File: src/rtl/core/char_stream_tokenizer_unit_assert.svh
// Assertion macros for the tokenizer; empty when built for synthesis.
`ifndef CHAR_STREAM_TOKENIZER_UNIT_ASSERT_SVH
`define CHAR_STREAM_TOKENIZER_UNIT_ASSERT_SVH

`ifndef SYNTHESIS

// Same-cycle implication, disabled while reset is active
`define CSTU_ASSERT_IMPL(label, clk, rst_n, ante, cons) \
    label: assert property (@(posedge clk) disable iff (!rst_n) (ante) |-> (cons)) \
        else $error("tokenizer assertion failed");

// Next-cycle implication, disabled while reset is active
`define CSTU_ASSERT_NEXT(label, clk, rst_n, ante, cons) \
    label: assert property (@(posedge clk) disable iff (!rst_n) (ante) |=> (cons)) \
        else $error("tokenizer assertion failed");

`else

`define CSTU_ASSERT_IMPL(label, clk, rst_n, ante, cons)
`define CSTU_ASSERT_NEXT(label, clk, rst_n, ante, cons)

`endif

`endif

File: src/rtl/core/cst_pkg.sv
package cst_pkg;

    // Tokenizer mode
    typedef enum logic [1:0] {
        MODE_IDLE,
        MODE_WORD,
        MODE_STRING,
        MODE_ESCAPE
    } cst_mode_t;

    // Token kinds; punctuation follows in table order
    typedef enum logic [4:0] {
        KIND_UNKNOWN, KIND_WORD, KIND_STRING, KIND_EOF,
        KIND_PLUS, KIND_MINUS, KIND_EQUAL, KIND_STAR, KIND_SLASH, KIND_BACKSLASH,
        KIND_LBRACE, KIND_RBRACE, KIND_LPAREN, KIND_RPAREN, KIND_SEMI, KIND_DOT,
        KIND_COMMA, KIND_LESS, KIND_GREATER, KIND_BANG, KIND_AMP, KIND_PIPE,
        KIND_PERCENT, KIND_CARET, KIND_COLON, KIND_TILDE
    } cst_kind_t;

    // Byte constants
    localparam logic [7:0] CH_TAB     = 8'd9;
    localparam logic [7:0] CH_LF      = 8'd10;
    localparam logic [7:0] CH_VT      = 8'd11;
    localparam logic [7:0] CH_FF      = 8'd12;
    localparam logic [7:0] CH_CR      = 8'd13;
    localparam logic [7:0] CH_ESC     = 8'd27;
    localparam logic [7:0] CH_SPACE   = 8'd32;
    localparam logic [7:0] CH_TILDE   = 8'd126;
    localparam logic [7:0] CH_NUL     = 8'd0;
    localparam logic [7:0] CH_BEL     = 8'd7;
    localparam logic [7:0] CH_BS      = 8'd8;
    localparam logic [7:0] CH_QUOTE   = 8'h22;
    localparam logic [7:0] CH_BSLASH  = 8'h5C;
    localparam logic [7:0] CH_FSLASH  = 8'h2F;

    // One result item
    typedef struct packed {
        cst_kind_t  kind;
        logic [7:0] data_byte;
        logic       is_char;
        logic       token_end;
        logic       error;
    } cst_result_t;

    // Results of one input item
    typedef struct packed {
        cst_result_t res0;
        cst_result_t res1;
        logic [1:0]  count;
    } cst_step_t;

    // Idle handling of one byte or end mark
    typedef struct packed {
        logic        has;
        cst_result_t res;
        cst_mode_t   mode;
    } cst_idle_t;

    function automatic cst_result_t cst_make(cst_kind_t kind, logic [7:0] data_byte,
                                             logic is_char, logic token_end, logic error);
        cst_result_t r;
        r.kind      = kind;
        r.data_byte = data_byte;
        r.is_char   = is_char;
        r.token_end = token_end;
        r.error     = error;
        return r;
    endfunction

    function automatic logic cst_is_alnum(logic [7:0] c);
        return (c >= "0" && c <= "9") || (c >= "A" && c <= "Z") || (c >= "a" && c <= "z");
    endfunction

    function automatic logic cst_is_space(logic [7:0] c);
        return (c == CH_SPACE) || (c >= CH_TAB && c <= CH_CR);
    endfunction

    function automatic logic cst_is_print(logic [7:0] c);
        return (c >= CH_SPACE) && (c <= CH_TILDE);
    endfunction

    // Punctuation lookup; anything else is unknown
    function automatic cst_kind_t cst_punct_kind(logic [7:0] c);
        cst_kind_t k;
        unique case (c)
            "+":       k = KIND_PLUS;
            "-":       k = KIND_MINUS;
            "=":       k = KIND_EQUAL;
            "*":       k = KIND_STAR;
            "/":       k = KIND_SLASH;
            CH_BSLASH: k = KIND_BACKSLASH;
            "{":       k = KIND_LBRACE;
            "}":       k = KIND_RBRACE;
            "(":       k = KIND_LPAREN;
            ")":       k = KIND_RPAREN;
            ";":       k = KIND_SEMI;
            ".":       k = KIND_DOT;
            ",":       k = KIND_COMMA;
            "<":       k = KIND_LESS;
            ">":       k = KIND_GREATER;
            "!":       k = KIND_BANG;
            "&":       k = KIND_AMP;
            "|":       k = KIND_PIPE;
            "%":       k = KIND_PERCENT;
            "^":       k = KIND_CARET;
            ":":       k = KIND_COLON;
            "~":       k = KIND_TILDE;
            default:   k = KIND_UNKNOWN;
        endcase
        return k;
    endfunction

    // Handle a byte or end mark from idle
    function automatic cst_idle_t cst_idle(logic [7:0] c, logic eoi);
        cst_idle_t o;
        o.has  = 1'b1;
        o.mode = MODE_IDLE;
        o.res  = cst_make(KIND_UNKNOWN, CH_NUL, 1'b0, 1'b1, 1'b0);
        priority if (eoi)
        begin
            o.res = cst_make(KIND_EOF, CH_NUL, 1'b0, 1'b1, 1'b0);
        end
        else if (cst_is_space(c))
        begin
            o.has = 1'b0;
        end
        else if (cst_is_alnum(c))
        begin
            o.mode = MODE_WORD;
            o.res  = cst_make(KIND_WORD, c, 1'b1, 1'b0, 1'b0);
        end
        else if (c == CH_QUOTE)
        begin
            o.has  = 1'b0;
            o.mode = MODE_STRING;
        end
        else
        begin
            o.res = cst_make(cst_punct_kind(c), CH_NUL, 1'b0, 1'b1, 1'b0);
        end
        return o;
    endfunction

endpackage

File: src/rtl/core/char_stream_tokenizer_unit.sv
// Streaming character tokenizer.
// Input channel s_axis: one source byte per transaction in tdata; tuser set marks
// end of input, and the byte is then ignored. Output channel m_axis: one token
// result per transaction. tdata carries a word or string character, tuser the
// token kind and flags, tlast marks the result that completes a token.
// An input transaction lands in an input register; from there its first result
// is loaded into the output register, which drives m_axis. Bytes with one or no
// result are taken one per cycle while m_axis does not stall. A byte that ends a
// word and gives a result of its own (punctuation or end mark) gives two results
// and holds the input register until both have gone to the single output register.
// Whitespace and an opening quote outside a token, a dropped string byte and the
// escape lead-in give no result and leave without waiting on m_axis. When m_axis
// stalls, the output register holds its result, the input register fills behind
// it and s_axis_tready drops. Reset empties both registers and returns the mode to idle.
module char_stream_tokenizer_unit (
    input  logic       clk,
    input  logic       rst_n,
    input  logic       s_axis_tvalid,
    output logic       s_axis_tready,
    input  logic [7:0] s_axis_tdata,  // [7:0] ch
    input  logic [0:0] s_axis_tuser,  // [0] end_of_input
    output logic       m_axis_tvalid,
    input  logic       m_axis_tready,
    output logic [7:0] m_axis_tdata,  // [7:0] data_byte
    output logic [7:0] m_axis_tuser,  // [4:0] kind, [5] is_char, [6] error, [7] run_last
    output logic       m_axis_tlast   // token_end
);

    logic                 in_valid_reg;
    logic                 in_valid_next;
    logic [7:0]           ch_reg;
    logic                 eoi_reg;
    logic                 idx_reg;
    logic                 idx_next;
    cst_pkg::cst_mode_t   mode_reg;
    cst_pkg::cst_mode_t   mode_after;
    cst_pkg::cst_mode_t   mode_next;
    logic                 out_valid_reg;
    logic                 out_valid_next;
    cst_pkg::cst_result_t out_res_reg;
    logic                 out_last_reg;
    cst_pkg::cst_step_t   step;
    logic                 out_free;
    logic                 cur_last;
    logic                 emit;
    logic                 consume;

    // Work out the results of the held byte
    cst_decode u_decode (
        .mode         (mode_reg),
        .ch           (ch_reg),
        .end_of_input (eoi_reg),
        .step         (step),
        .mode_next    (mode_after)
    );

    // Handshake control
    assign out_free      = !out_valid_reg || m_axis_tready;
    assign cur_last      = (step.count == 2'd1) || idx_reg;
    assign emit          = in_valid_reg && (step.count != 2'd0) && out_free;
    assign consume       = in_valid_reg && ((step.count == 2'd0) || (out_free && cur_last));
    assign s_axis_tready = !in_valid_reg || consume;

    // Next control state
    always_comb
    begin
        in_valid_next  = s_axis_tready ? s_axis_tvalid : in_valid_reg;
        idx_next       = consume ? 1'b0 : (emit ? 1'b1 : idx_reg);
        mode_next      = consume ? mode_after : mode_reg;
        out_valid_next = emit ? 1'b1 : (m_axis_tready ? 1'b0 : out_valid_reg);
    end

    // Control registers
    always_ff @(posedge clk or negedge rst_n)
    begin
        if (!rst_n)
        begin
            in_valid_reg  <= 1'b0;
            idx_reg       <= 1'b0;
            mode_reg      <= cst_pkg::MODE_IDLE;
            out_valid_reg <= 1'b0;
        end
        else
        begin
            in_valid_reg  <= in_valid_next;
            idx_reg       <= idx_next;
            mode_reg      <= mode_next;
            out_valid_reg <= out_valid_next;
        end
    end

    // Capture the input byte and load the output result
    always_ff @(posedge clk)
    begin
        if (s_axis_tvalid && s_axis_tready)
        begin
            ch_reg  <= s_axis_tdata;
            eoi_reg <= s_axis_tuser[0];
        end
        if (emit)
        begin
            out_res_reg  <= idx_reg ? step.res1 : step.res0;
            out_last_reg <= cur_last;
        end
    end

    // Drive the output channel
    assign m_axis_tvalid = out_valid_reg;
    assign m_axis_tdata  = out_res_reg.data_byte;
    assign m_axis_tuser  = {out_last_reg, out_res_reg.error, out_res_reg.is_char,
                            out_res_reg.kind};
    assign m_axis_tlast  = out_res_reg.token_end;

`include "char_stream_tokenizer_unit_assert.svh"

    `CSTU_ASSERT_IMPL(a_second_needs_two, clk, rst_n, idx_reg,
                      in_valid_reg && step.count == 2'd2)
    `CSTU_ASSERT_NEXT(a_mode_holds, clk, rst_n, !consume, $stable(mode_reg))
    `CSTU_ASSERT_IMPL(a_open_is_char, clk, rst_n,
                      out_valid_reg && !out_res_reg.token_end, out_res_reg.is_char)
    `CSTU_ASSERT_IMPL(a_err_closes_string, clk, rst_n, out_valid_reg && out_res_reg.error,
                      out_res_reg.token_end && out_res_reg.kind == cst_pkg::KIND_STRING)

endmodule

File: src/rtl/core/cst_decode.sv
module cst_decode (
    input  cst_pkg::cst_mode_t mode,
    input  logic [7:0]         ch,
    input  logic               end_of_input,
    output cst_pkg::cst_step_t step,
    output cst_pkg::cst_mode_t mode_next
);

    cst_pkg::cst_idle_t idle;
    logic               alnum;

    assign idle  = cst_pkg::cst_idle(ch, end_of_input);
    assign alnum = !end_of_input && cst_pkg::cst_is_alnum(ch);

    // Next mode
    always_comb
    begin
        mode_next = mode;
        unique case (mode)
            cst_pkg::MODE_IDLE:
            begin
                mode_next = idle.mode;
            end
            cst_pkg::MODE_WORD:
            begin
                if (!alnum)
                begin
                    mode_next = idle.mode;
                end
            end
            cst_pkg::MODE_STRING:
            begin
                priority if (end_of_input || ch == cst_pkg::CH_QUOTE)
                begin
                    mode_next = cst_pkg::MODE_IDLE;
                end
                else if (ch == cst_pkg::CH_BSLASH)
                begin
                    mode_next = cst_pkg::MODE_ESCAPE;
                end
                else
                begin
                    mode_next = cst_pkg::MODE_STRING;
                end
            end
            cst_pkg::MODE_ESCAPE:
            begin
                if (end_of_input)
                begin
                    mode_next = cst_pkg::MODE_IDLE;
                end
                else
                begin
                    unique case (ch)
                        "0", "a", "b", "t", "n", "v", "f", "r", "e",
                        cst_pkg::CH_QUOTE, cst_pkg::CH_FSLASH:
                            mode_next = cst_pkg::MODE_STRING;
                        default:
                            mode_next = cst_pkg::MODE_IDLE;
                    endcase
                end
            end
            default:
            begin
                mode_next = cst_pkg::MODE_IDLE;
            end
        endcase
    end

    // Result items
    always_comb
    begin
        step.res0  = cst_pkg::cst_make(cst_pkg::KIND_UNKNOWN, cst_pkg::CH_NUL,
                                       1'b0, 1'b0, 1'b0);
        step.res1  = step.res0;
        step.count = 2'd0;
        unique case (mode)
            cst_pkg::MODE_IDLE:
            begin
                step.res0  = idle.res;
                step.count = {1'b0, idle.has};
            end
            cst_pkg::MODE_WORD:
            begin
                if (alnum)
                begin
                    step.res0  = cst_pkg::cst_make(cst_pkg::KIND_WORD, ch, 1'b1, 1'b0, 1'b0);
                    step.count = 2'd1;
                end
                else
                begin
                    // close the word, then handle the ending byte from idle
                    step.res0  = cst_pkg::cst_make(cst_pkg::KIND_WORD, cst_pkg::CH_NUL,
                                                   1'b0, 1'b1, 1'b0);
                    step.res1  = idle.res;
                    step.count = idle.has ? 2'd2 : 2'd1;
                end
            end
            cst_pkg::MODE_STRING:
            begin
                priority if (end_of_input)
                begin
                    step.res0  = cst_pkg::cst_make(cst_pkg::KIND_STRING, cst_pkg::CH_NUL,
                                                   1'b0, 1'b1, 1'b1);
                    step.count = 2'd1;
                end
                else if (ch == cst_pkg::CH_QUOTE)
                begin
                    step.res0  = cst_pkg::cst_make(cst_pkg::KIND_STRING, cst_pkg::CH_NUL,
                                                   1'b0, 1'b1, 1'b0);
                    step.count = 2'd1;
                end
                else if (ch != cst_pkg::CH_BSLASH && cst_pkg::cst_is_print(ch))
                begin
                    step.res0  = cst_pkg::cst_make(cst_pkg::KIND_STRING, ch,
                                                   1'b1, 1'b0, 1'b0);
                    step.count = 2'd1;
                end
                else
                begin
                    // drop: escape lead-in or unprintable byte
                    step.count = 2'd0;
                end
            end
            cst_pkg::MODE_ESCAPE:
            begin
                step.count = 2'd1;
                step.res0  = cst_pkg::cst_make(cst_pkg::KIND_STRING, cst_pkg::CH_NUL,
                                               1'b1, 1'b0, 1'b0);
                if (end_of_input)
                begin
                    step.res0 = cst_pkg::cst_make(cst_pkg::KIND_STRING, cst_pkg::CH_NUL,
                                                  1'b0, 1'b1, 1'b1);
                end
                else
                begin
                    unique case (ch)
                        "0":               step.res0.data_byte = cst_pkg::CH_NUL;
                        "a":               step.res0.data_byte = cst_pkg::CH_BEL;
                        "b":               step.res0.data_byte = cst_pkg::CH_BS;
                        "t":               step.res0.data_byte = cst_pkg::CH_TAB;
                        "n":               step.res0.data_byte = cst_pkg::CH_LF;
                        "v":               step.res0.data_byte = cst_pkg::CH_VT;
                        "f":               step.res0.data_byte = cst_pkg::CH_FF;
                        "r":               step.res0.data_byte = cst_pkg::CH_CR;
                        "e":               step.res0.data_byte = cst_pkg::CH_ESC;
                        cst_pkg::CH_QUOTE: step.res0.data_byte = cst_pkg::CH_QUOTE;
                        cst_pkg::CH_FSLASH:
                        begin
                            step.count = 2'd0;
                        end
                        default:
                        begin
                            step.res0 = cst_pkg::cst_make(cst_pkg::KIND_STRING,
                                                          cst_pkg::CH_NUL,
                                                          1'b0, 1'b1, 1'b1);
                        end
                    endcase
                end
            end
            default:
            begin
                step.count = 2'd0;
            end
        endcase
    end

endmodule
File: config.mk
export PLATFORM = sky130hd
export DESIGN_NAME = char_stream_tokenizer_unit
export DESIGN_NICKNAME = d
export VERILOG_FILES = /design/src/rtl/core/cst_pkg.sv /design/src/rtl/core/char_stream_tokenizer_unit.sv /design/src/rtl/core/cst_decode.sv
export VERILOG_INCLUDE_DIRS = /design/src /design/src/rtl/core
export SDC_FILE = /design/constraint.sdc
export NUM_CORES = 1
export LEC_CHECK = 0
export BUFFER_PORTS_ARGS = -buffer_cell sky130_fd_sc_hd__buf_2
export CAP_MARGIN = 5
export CORE_MARGIN = 8
export CORE_UTILIZATION = 40
export DETAILED_ROUTE_END_ITERATION = 8
export PLACE_DENSITY = 0.67
export SYNTH_ARGS = -nofsm -noshare
export SYNTH_HDL_FRONTEND = slang
export SYNTH_SLANG_ARGS = --single-unit
File: constraint.sdc
create_clock -name clk -period 2.9 [get_ports clk]
set_input_delay 0.145 -clock clk [delete_from_list [all_inputs] [get_ports clk]]
set_output_delay 0.145 -clock clk [all_outputs]
set_load 0.005 [all_outputs]
==> results <==
- Fill cells in the final layout number 529.
- Using the TritonRoute via totals, the vias-per-cell ratio works out to 5.62.
- The number of antenna violations at the first check in global routing was 0.
- The critical path class is reg -> out.
- Compared with the post-synthesis result, the final layout area differs by 18.8%.
- The count of endpoints failing hold in the final timing report is 0.
- For this design the static power due to leakage is 0.970 nW.
- The reported max-cap violation count is 0.
- The number of global-route vias before repair is 1903.
- The width of the die is 89.1 um.
- The number of clock buffers inserted by TritonCTS is 5.
- The adder-cell share of the synthesized area is 0%.
- The final-layout setup total negative slack is 0 ps.
- The post-placement worst setup slack is 315 ps.
- At the later pin of the worst-skew pair, clock insertion delay measures 280 ps.
- The count of mapped cells out of synthesis is 240.
- In this run the deepest clock path goes through 2 buffers.
- The synthesized netlist devotes 25.7% of its cell area to simple gates.
- TritonCTS built the clock tree.
- The share of the yosys chip area belonging to registers is 42.4%.
- The number of flops mapped to enable cells by yosys is 26.
- The required time of the worst setup path is 2760 ps.
- Timing would allow up to 379 MHz.
- The category of the worst setup path launch point is a flop.
- In this run the cell area measured after placement is 0.00244 sq mm.
- Registers are responsible for 38.3% of the overall power.
- The die covers 0.00793 sq mm.
- The final RePlAce weighted congestion is 0.964.
- The share of cell area taken by muxes after synthesis is 0.703%.
- For this design the top-level I/O count stands at 32.
- The repair_antennas step left the layout with diodes totalling 0.
- The fraction of registers with async set/reset is 16.1%.
- For the worst setup path, the data arrival time is 2490 ps.
- Among all flip-flop cells after synthesis, the most frequent one is sky130_fd_sc_hd__edfxtp_1.
- The count of warnings emitted by yosys is 0.
- The number of post-CTS setup repair buffers is 0.
- The die boundary height is 89.1 um.
- The post-synthesis net count is 253.
- Of the total power, the share spent switching nets is 39.3%.
- STA classifies the critical path endpoint as an output port.
- The total via count after detailed routing is 1963.
- The total non-filler cell area in the finished layout is 0.00254 sq mm.
- Clock-pin slew was measured on the worst setup and hold paths at 60 ps.
- Of all nets on the critical path, the largest fanout is 10.
- The switching component of the power is 0.812 mW.
- Setup repair after global routing left no endpoint under its margin.
- Detailed placement ended at an HPWL of 4.17 mm.
- The cell area that synthesis handed to floorplanning was 0.00213 sq mm.
- Measured against its own limit, the worst slew margin works out to 48.1%.
- The fraction of power consumed by the clock network is 14.5%.
- The total grt overflow is 0.
- The initial utilization of the core area, before any placement, comes to 41.5%.
- After layout, the minimum clock period comes to 2640 ps.
- Row generation in the floorplan step produced 26 rows.
- The min-delay analysis places its worst path in the category in -> reg.
- The pin count of the biggest net entering global routing is 26.
- Cells with a size suffix above 1 make up 24.4% of the layout.
- The area taken by flip-flops and latches is 906 sq um.
- The number of clock sinks is 31.
- The first-pass GRT wire length is 9.20 mm.
- In the post-route analysis, the smallest setup slack over all paths is 263 ps.
- Global routing used 15.0% of the available tracks across all layers.
- Once layout is complete, the utilization of the core stands at 49.3%.
- The flow ran to the end, and the final reports show no timing, DRC or antenna violations.
- After detailed routing, the number of remaining DRC violations is 0.
- In this run the mean area of a mapped cell was 8.89 sq um.
- The synthesized design contains 31 register bits.
- Buffers placed on the I/O ports in this run total 31.
- Once detail routing completed, the nets flagged for antenna violations numbered 0.
- The number of unique standard cell types used by synthesis is 62.
- The number of nets in the finished design is 292.
- The worst ir drop on vdd is 0.000439 V.
- The final setup violation count is 0.
- The H-tree was split into 2 levels.
- For the pin with the worst max-slew slack, the measured transition is 759 ps.
- Summing the areas of all xor and xnor instances in the mapped netlist gives 1.23% of the synthesized area.
- For this run, the detailed router's first-pass iteration total came to 4.
- Summed over all layers, the routed wires come to 5.53 mm.
- The combinational family with the most area after synthesis is simple AND/OR/NAND/NOR gates.
- The clock tree root buffer cell is sky130_fd_sc_hd__clkbuf_8.
- The share of the synthesized area in compound gates (AO/OA/AOI/OAI) is 24.3%.
- The core region is 0.00514 sq mm.
- The combinational power share is 47.1%.
- The max-slew violation total from the final report is 0.
- The clock tree skew after final layout is 5.81 ps.
- The routed wire length per instance is 15.8 um.
- The footprint of the multi-input gates is 0.00112 sq mm.
- Dividing total power by cell area gives a power density of 815 mW/mm^2.
- The violation count after the first detailed-routing iteration is 226.
- After layout, the worst path uses 90.9% of the clock period.
- The internal power of the cells totals 1.25 mW.
cells by family (layout without fill, tap and decap cells):
group | after synthesis | in the layout
XOR/XNOR | 3 | 3
flip-flops | 31 | 31
AND/OR/NAND/NOR | 100 | 100
multiplexers | 1 | 1
buffers and inverters | 28 | 67
other | 1 | 1
AO/OA/AOI/OAI | 76 | 76
power by group through the flow:
stage | clock network (mW) | logic (mW) | registers (mW)
floorplan | 0 | 0.653 | 0.781
global placement | 0 | 0.965 | 0.795
detailed placement | 0 | 0.960 | 0.798
CTS | 0.308 | 0.966 | 0.790
global route | 0.321 | 1.08 | 0.815
finish | 0.301 | 0.974 | 0.792
what timing repair did:
action | in CTS | in global routing
endpoints found under the hold margin | 5 | 0
endpoints found under the setup margin | 0 | 1
resized for setup | 0 | 1
hold buffers | 1 | 0
synth_stat cells (4+ instances only):
| master | number | area (sq um) |
|---|---|---|
| sky130_fd_sc_hd__nand2_1 | 23 | 86.3 |
| sky130_fd_sc_hd__a22oi_1 | 4 | 30.0 |
| sky130_fd_sc_hd__edfxtp_1 | 26 | 781 |
| sky130_fd_sc_hd__nand3_1 | 4 | 20.0 |
| sky130_fd_sc_hd__nand2b_1 | 5 | 31.3 |
| sky130_fd_sc_hd__nor3_1 | 9 | 45.0 |
| sky130_fd_sc_hd__o21ai_0 | 8 | 40.0 |
| sky130_fd_sc_hd__nor3b_1 | 4 | 30.0 |
| sky130_fd_sc_hd__a31oi_1 | 9 | 56.3 |
| sky130_fd_sc_hd__a21oi_1 | 22 | 110 |
| sky130_fd_sc_hd__inv_1 | 9 | 33.8 |
| sky130_fd_sc_hd__dfrtp_1 | 5 | 125 |
| sky130_fd_sc_hd__clkbuf_1 | 10 | 37.5 |
| sky130_fd_sc_hd__nor4_1 | 4 | 25.0 |
| sky130_fd_sc_hd__buf_2 | 7 | 35.0 |
| sky130_fd_sc_hd__nor2_1 | 21 | 78.8 |
path summary, 6_finish.rpt:
kind / start / to / slack (ps) / depth (start not counted)
max in group asynchronous: rst_n / mode_reg[0]$_DFFE_PN0P_ / 2580 / 2
worst min register to register: in_valid_reg$_DFFE_PN0P_ / m_axis_tvalid$_DFFE_PN0P_ / 530 / 2
worst max-delay path: ch_reg[5]$_DFFE_PP_ / s_axis_tready / 260 / 8
worst max register to register: ch_reg[4]$_DFFE_PP_ / m_axis_tlast$_DFFE_PP_ / 340 / 7
worst min-delay path: s_axis_tdata[7] / ch_reg[7]$_DFFE_PP_ / 40 / 1
min in group asynchronous: rst_n / in_valid_reg$_DFFE_PN0P_ / 200 / 2
per-stage QoR:
step	power, mW	std cells	hold slack (ps)
final	2.07	349	39.9
after detailed placement	1.76	341	-33.6
after global placement	1.76	341	-35.8
after CTS	2.06	349	33.9
after global routing	2.21	349	30.9
after floorplan	1.43	240	-151
area by class of cell:
type,instances,area share (%)
multi-input combinational,181,44.3
sequential,31,35.7
timing repair buffer,51,12.1
tap,70,3.45
clock buffer,5,2.71
inverter,9,1.33
clock inverter,2,0.345
cells in the final DEF (no fill, tap or decap), types with 3 or more instances in the layout:
master                     instances
sky130_fd_sc_hd__a21o_1            3
sky130_fd_sc_hd__a21oi_1          22
sky130_fd_sc_hd__a22oi_1           4
sky130_fd_sc_hd__a31oi_1           9
sky130_fd_sc_hd__a41oi_1           3
sky130_fd_sc_hd__and2_1            3
sky130_fd_sc_hd__and3_1            3
sky130_fd_sc_hd__buf_2            31
sky130_fd_sc_hd__buf_4            19
sky130_fd_sc_hd__clkbuf_8          5
sky130_fd_sc_hd__dfrtp_1           5
sky130_fd_sc_hd__edfxtp_1         26
sky130_fd_sc_hd__inv_1             9
sky130_fd_sc_hd__nand2_1          23
sky130_fd_sc_hd__nand2b_1          5
sky130_fd_sc_hd__nand3_1           4
sky130_fd_sc_hd__nand3b_1          3
sky130_fd_sc_hd__nor2_1           21
sky130_fd_sc_hd__nor2b_1           3
sky130_fd_sc_hd__nor3_1            9
sky130_fd_sc_hd__nor3b_1           4
sky130_fd_sc_hd__nor4_1            4
sky130_fd_sc_hd__o21ai_0           8
sky130_fd_sc_hd__o21ai_1           3
sky130_fd_sc_hd__or2_2             3
sky130_fd_sc_hd__or3_1             3
per-layer routing:
layer  vias up  track usage (%)  part of all wire, %
met3        10             3.58                  7.1
met1       898             19.4                   46
met4         0             6.50                  2.1
met5         -                0                    0
li1        983                -                    -
met2        72             23.2                   45
critical path, cell delays in order, from the launching register on:
cell and delay, ps:
sky130_fd_sc_hd__edfxtp_1 530, sky130_fd_sc_hd__and4_1 230, sky130_fd_sc_hd__o2111ai_1 220, sky130_fd_sc_hd__a2111oi_4 500, sky130_fd_sc_hd__o221ai_2 170, sky130_fd_sc_hd__o21bai_1 190
sky130_fd_sc_hd__a21oi_1 200, sky130_fd_sc_hd__inv_1 50, sky130_fd_sc_hd__buf_2 120
No activity file was read; power rests on OpenSTA's default activity.
